### config.mk
export PLATFORM = sky130hd
export DESIGN_NAME = skt_cell
export DESIGN_NICKNAME = d
export VERILOG_FILES = /design/src/sv/skt_pkg.sv /design/src/sv/skt_cell.sv
export SDC_FILE = /design/constraint.sdc
export NUM_CORES = 1
export LEC_CHECK = 0
export ABC_AREA = 0
export CAP_MARGIN = 10
export CELL_PAD_IN_SITES_DETAIL_PLACEMENT = 1
export CELL_PAD_IN_SITES_GLOBAL_PLACEMENT = 1
export CORE_AREA = 4 4 266 268
export DETAILED_ROUTE_END_ITERATION = 8
export DIE_AREA = 0 0 270 272
export DONT_BUFFER_PORTS = 1
export PLACE_DENSITY = 0.35
export SETUP_SLACK_MARGIN = 0.5
export SYNTH_ARGS = -nofsm -noshare
export SYNTH_HDL_FRONTEND = slang
export SYNTH_SLANG_ARGS = --single-unit
export TNS_END_PERCENT = 50
### constraint.sdc
create_clock -name clock -period 5.7 [get_ports clock]
set_clock_uncertainty 0.15 [all_clocks]
set_input_delay 1.14 -clock clock [delete_from_list [all_inputs] [get_ports clock]]
set_output_delay 1.14 -clock clock [all_outputs]
set_load 0.03 [all_outputs]
### src/sv/skt_pkg.sv
// shared types and codes for the sorted key table
`default_nettype none
package skt_pkg;

   localparam int DEPTH_DEFAULT = 256;

   localparam logic [2:0] CMD_INSERT   = 3'd0;
   localparam logic [2:0] CMD_CLEAR    = 3'd1;
   localparam logic [2:0] CMD_INTERVAL = 3'd2;
   localparam logic [2:0] CMD_NEAREST  = 3'd3;
   localparam logic [2:0] CMD_READ     = 3'd4;
   localparam logic [2:0] CMD_WRITE    = 3'd5;
   localparam logic [2:0] CMD_RANGE    = 3'd6;
   localparam logic [2:0] CMD_SPAN     = 3'd7;

   localparam logic [1:0] ST_OK    = 2'd0;
   localparam logic [1:0] ST_FULL  = 2'd1;
   localparam logic [1:0] ST_EMPTY = 2'd2;
   localparam logic [1:0] ST_RANGE = 2'd3;

   typedef struct packed {
      logic signed [31:0] key;
      logic signed [31:0] y;
      logic signed [31:0] d;
   } entry_type;

   // scan record handed from cell to cell
   typedef struct packed {
      logic               act;
      logic               eq;
      logic signed [31:0] prev_key;
      entry_type          a;
      logic signed [31:0] b_key;
   } rec_type;

   // broadcast from the sequencer to every cell
   typedef struct packed {
      logic signed [31:0] kx;
      logic signed [31:0] vy;
      logic signed [31:0] vd;
      logic               ins_go;
      logic               wr_go;
   } ctrl_type;

endpackage
`default_nettype wire

### src/sv/skt_cell.sv
// one table cell: holds one entry and updates the passing scan record
`default_nettype none
module skt_cell #(
   parameter int IDX = 0,
   parameter int CW  = 9,
   parameter int AW  = 9
) (
   input  wire logic               clock,
   input  wire logic               reset,
   input  wire skt_pkg::ctrl_type  ctrl,
   input  wire logic [CW-1:0]      count,
   input  wire logic [AW-1:0]      sel_a,
   input  wire logic [AW-1:0]      sel_b,
   input  wire logic [CW-1:0]      ins_at,
   input  wire logic [CW-1:0]      wr_at,
   input  wire skt_pkg::entry_type left_entry,
   output skt_pkg::entry_type      entry,
   input  wire skt_pkg::rec_type   rec_in,
   input  wire logic [CW-1:0]      le_in,
   input  wire logic [CW-1:0]      near_in,
   output skt_pkg::rec_type        rec_out,
   output logic [CW-1:0]           le_out,
   output logic [CW-1:0]           near_out
);

   localparam logic [CW-1:0] MY_IDX   = CW'(IDX);
   localparam logic [AW-1:0] MY_IDX_A = AW'(IDX);

   skt_pkg::entry_type entry_ff, entry_in;
   skt_pkg::rec_type   rec_ff, rec_in_n;
   logic [CW-1:0]      le_ff, le_in_n, near_ff, near_in_n;
   logic               live;
   logic signed [33:0] twice_k, mid_sum;

   assign live    = MY_IDX < count;
   assign twice_k = {ctrl.kx[31], ctrl.kx, 1'b0};
   assign mid_sum = {{2{rec_in.prev_key[31]}}, rec_in.prev_key}
                  + {{2{entry_ff.key[31]}}, entry_ff.key};

   always_comb begin
      entry_in = entry_ff;
      if (ctrl.ins_go && (MY_IDX > ins_at)) begin
         entry_in = left_entry;
      end else if (ctrl.ins_go && (MY_IDX == ins_at)) begin
         entry_in = '{key: ctrl.kx, y: ctrl.vy, d: ctrl.vd};
      end
      if (ctrl.wr_go && (MY_IDX == wr_at)) begin
         entry_in.y = ctrl.vy;
         entry_in.d = ctrl.vd;
      end
   end

   always_comb begin
      rec_in_n  = rec_in;
      le_in_n   = le_in;
      near_in_n = near_in;
      if (rec_in.act) begin
         rec_in_n.prev_key = entry_ff.key;
         if (live && (entry_ff.key <= ctrl.kx)) le_in_n = le_in + CW'(1);
         if (live && (IDX != 0) && (twice_k >= mid_sum)) near_in_n = near_in + CW'(1);
         if (live && (entry_ff.key == ctrl.kx)) rec_in_n.eq = 1'b1;
         if (MY_IDX_A == sel_a) rec_in_n.a = entry_ff;
         if (MY_IDX_A == sel_b) rec_in_n.b_key = entry_ff.key;
      end
   end

   always_ff @(posedge clock) begin
      entry_ff <= entry_in;
      le_ff    <= le_in_n;
      near_ff  <= near_in_n;
      if (reset) rec_ff <= '0;
      else rec_ff <= rec_in_n;
   end

   assign entry    = entry_ff;
   assign rec_out  = rec_ff;
   assign le_out   = le_ff;
   assign near_out = near_ff;

endmodule
`default_nettype wire

[Yosys cells after proc, flatten, opt, wreduce, memory -nomap -nowiden]
Cells that the tools add are included.
W data, S select, Z words.
Cells by class
  eq/ne operators: 1
  add/subtract/negate cells: 1
  multiplexer cells: 9
  reduce and logical (&&, ||, !) cells: 11
  magnitude comparators: 3
Operators with widths (number)
  $mux W96: 3
  $mux W161: 1
  $mux W64: 1
  $logic_not A9 Y1: 4
  $eq A32 B32 Y1: 1
  $le A32 B32 Y1: 1
  $mux W32: 1
  $mux W9: 2
  $add A9 B1 Y9 const B: 1
  $gt A1 B9 Y1 const A: 1
  $lt A1 B9 Y1 const A: 1
  $logic_and A1 B1 Y1: 5
  $reduce_bool A3 Y1: 1
  $reduce_bool A2 Y1: 1
  $mux W1: 1
Storage, ports and cells
  output and inout port bits: 276
  register bits after elaboration: 276
  word-level logic and storage cells: 37

[Logic depth before layout (Yosys ltp)]
  word-level depth: 5
  mapped depth: 10
  depth with buffers taken out: 10

[Worst setup path before layout]
OpenSTA, ideal clock, no wires.
  path kind: input -> register
  start: input port ins_at[5]
  end: register entry_ff, in the netlist entry[0], enable pin
  arrival: 3846 ps
  path buffers: 0
  slack: 1279 ps
  required time: 5125 ps
  stages on the path: 3
  setup time: 425 ps
  path through: nor4_1 and4b_1 a41o_1
On the way
  word-level cells in the longest chain between the ends: 3
  elaborated cells between the ends (all ways): 5
  classes of those cells: order compare (1); reduce/logical (4)
RTL lines
  start, declared: line skt_cell.sv:14  | input wire logic [CW-1:0] ins_at,
  $gt A1 B9 Y1 or $logic_not A9 Y1 (tied branches): line skt_cell.sv:42, skt_cell.sv:44
  $logic_and A1 B1 Y1 (on tied branches): line skt_cell.sv:42, skt_cell.sv:44
  $reduce_bool A3 Y1 (no line) *
  end signal, assigned: line skt_cell.sv:68  | entry_ff <= entry_in;
  end, declared: line skt_cell.sv:29  | skt_pkg::entry_type entry_ff, entry_in;
Mark *: on every way between the ends. The rest lies on a longest branch, timed or not.
A chain may end at the register's enable or synchronous reset.

[Final worst setup path]
  start: register entry_ff, in the netlist entry[95]
  end: register le_ff[8], in the netlist le_out[8]
On the way
  word-level cells in the longest chain between the ends: 4
RTL lines
  $le A32 B32 Y1: line skt_cell.sv:59  | if (live && (entry_ff.key <= ctrl.kx)) le_in_n = le_in + CW'(1);
  $logic_and A1 B1 Y1: line skt_cell.sv:59
  $mux W9: line skt_cell.sv:59
  $mux W9: line skt_cell.sv:57  | if (rec_in.act) begin
  named net le_in_n[8]: line skt_cell.sv:31  | logic [CW-1:0] le_ff, le_in_n, near_ff, near_in_n;
  end signal, assigned: line skt_cell.sv:69  | le_ff <= le_in_n;
  end, declared: line skt_cell.sv:31
The timed path passes the listed nets, and every way through them passes these cells.

==> metrics.txt <==
CP peak stage delay 0.70 ns; GPL Wtd Cong 0.754; via/cell ratio 3.73; WP data arrival 3.65 ns; Synth top area share 0.350; final hold vios 0; Synth Area in Adders 0.0401; Synth Area in Simple Gates 0.131; CTS sink count 276; largest net degree at the start of global routing 163; VDD IR max 0.215 mV; die width 270 um; WS Path Type reg -> reg; reg-to-reg startpoint entry[95]$_DFFE_PP_; highest layer used for signal routing met5; fin crit share 0.585; Port Buffers 0; DR WL met3 4930 um; Reg2Reg Setup Slack 2.37 ns; CP Capture Type flop; mapped cell area 10,300 um^2; Worst Hold Class in -> reg; CTS buffer count 37; TritonCTS clock tree done; Clock transition at path regs 0.05 ns; setup ws final 2.37 ns; Skew-Pair Late Insertion Delay 0.54 ns; CP max FO 9; Placed Cells incl. Taps 1,756; Slew headroom 0.307; Core Box Area 68,300 um^2; GRT overflow 0; final wirelength 42,200 um; Post-route DRC 0; fmax 300 MHz; Register-to-Register Path Depth 9; RSZ-0062 raised after global routing no; initial antenna violation count 10; die area 73,400 um^2; Synth Flop Type dfxtp_1; Area growth syn-to-layout 18.1%; number of synthesized flops with an enable pin 96; vias in the first global route 7,664; Synth Net Count 1,460; FFs w/ async S/R, synth 0; critical path, cell by cell ha_1, nand4_2, nor3_1, a22o_1, or3_4, nand4bb_1, nand3b_4, nor3_2, xor2_1; buffer depth of the longest clock path 3; post-CTS resize count 0; Setup WS pre-CTS 1.79 ns; fin util 0.178; number of setup buffers added after CTS 0; crit path capture le_out[8]$_DFF_P_; row count 96; DR pass1 iterations 4; Post-CTS Hold Buffers 0; Ports 697; mux share of post-synthesis cell area 0.0623; H-Tree Depth 2; initial core utilization 0.151; Layout Nets 1,367; syn_area_per_cell 10.2 um^2; Final Non-Filler Cells 1,827; status finished, final reports clean; leading cell type by number of instances after synthesis nand2_1; largest family of logic cells by synthesized area simple AND/OR/NAND/NOR gates; CP Launch Type flop; Max-Cap Viols 0; xor/xnor cell area share of the yosys netlist 0.00680; Vias 6,812; Slew @ Worst Pin 1.03 ns; layout cell share with drive strength beyond 1 0.0807; minimum clock period 3.33 ns; GRT Util Overall 0.109; Netlist cell types 38; Leakage Power 0.00485 uW; post-route ant nets 0; drt wl/cell 23.1 um; largest cells by area after synthesis dfxtp_1 35%, edfxtp_1 28%, nand2_1 7.3%; Worst EP required 6.02 ns; biggest area consumer among synthesized cells dfxtp_1; Synth top cells by count 199 x nand2_1, 180 x dfxtp_1, 130 x clkbuf_1; DR WL met2 21,500 um; Cells after Synth 1,006; initial DRC count 262; fin. max-slew vios 0; critical path's slowest cell edfxtp_1; compound-gate portion of the synthesized area 0.0650; worst setup path start entry[95]$_DFFE_PP_; Worst R2R End le_out[8]$_DFF_P_; Synth Warn # 0; Root Driver clkbuf_16; Finish-stage setup viols 0; TNS Setup 0 ns; register area share after synthesis 0.630; register bit total from synthesis 276; die height 272 um; first-pass GRT wire length 58,400 um; wire length on met1 14,800 um; pwr/cell area 384 nW/um^2; DP HPWL 31,700 um
## worst min path at each step
| stage | depth (start not counted) | to | slack [ns] | start |
|---|---|---|---|---|
| finish | 0 | near_out[0]$_DFF_P_ | 0.48 | near_in[0] |
| global placement | 2 | rec_out[49]$_SDFF_PP0_ | 0.58 | entry[17]$_DFFE_PP_ |
| floorplan | 2 | rec_out[32]$_SDFF_PP0_ | 0.56 | entry[0]$_DFFE_PP_ |
| CTS | 0 | near_out[0]$_DFF_P_ | 0.42 | near_in[0] |
| detailed placement | 2 | rec_out[80]$_SDFF_PP0_ | 0.59 | entry[48]$_DFFE_PP_ |
| global route | 0 | near_out[7]$_DFF_P_ | 0.43 | near_in[7] |
## through the flow
step           hold slack [ns]  power (uW)  area, um^2
2_1_floorplan            0.561        2440       10300
3_3_place_gp             0.581        2450       11000
3_5_place_dp             0.590        2450       11000
4_1_cts                  0.424        4780       12200
5_1_grt                  0.431        4890       12200
6_report                 0.475        4670       12200
## sequential cells by signal, indices dropped and copies added (netlist names)
register and flops:
entry 96, rec_out 162, le_out 9, near_out 9
## report_power, final
part           total [uW]  switching (uW)  internal [uW]
combinational         116            60.6           55.5
clock                2260             905           1360
sequential           2290             181           2110
## per-layer routing
metal,up-vias,GRT usage
met1,3264,0.110
met5,-,0
met2,392,0.195
met4,8,0.0329
met3,52,0.0588
li1,3096,-
## worst max-delay path, delay by kind of cell, from the launching register on
family	cells	cell delay, ns
AOI/OAI and AO/OA	1	0.23
and+or+nand+nor	6	1.41
DFF	1	0.70
xor gates and xnor gates	1	0.15
adders and majority gates	1	0.63
## cells in the final DEF (no fill, tap or decap), types with 5 or more instances in the layout
master	synthesis	layout
clkbuf_16	0	40
dfxtp_1	180	180
clkbuf_8	0	6
inv_1	35	35
nor2_1	83	83
buf_4	0	9
nand3_1	11	9
mux2i_1	63	63
clkbuf_1	130	12
nor4_1	9	9
ha_1	33	33
edfxtp_1	96	96
nand2_1	199	199
nand4_1	7	7
clkinv_2	0	5
xor2_1	7	7
a21oi_1	109	109
## cell type report
| type | instances | area (um^2) |
|---|---|---|
| fillers | 7825 | 56200 |
| inverters | 35 | 131 |
| repair buffers | 10 | 87.6 |
| diodes | 3 | 7.51 |
| flip-flops and latches | 276 | 6490 |
| clock buffers | 58 | 1130 |
| well taps | 882 | 1100 |
| clock inverters | 10 | 51.3 |
| multi-input cells | 553 | 3170 |
## kinds of logic after synthesis
| family | after synthesis |
|---|---|
| AO/OA/AOI/OAI | 125 |
| buffers and inverters | 177 |
| multiplexers | 64 |
| flip-flops | 276 |
| adder cells (fa/ha/maj) | 33 |
| AND/OR/NAND/NOR | 323 |
| XOR/XNOR | 8 |
No activity file was read; power rests on OpenSTA's default activity.
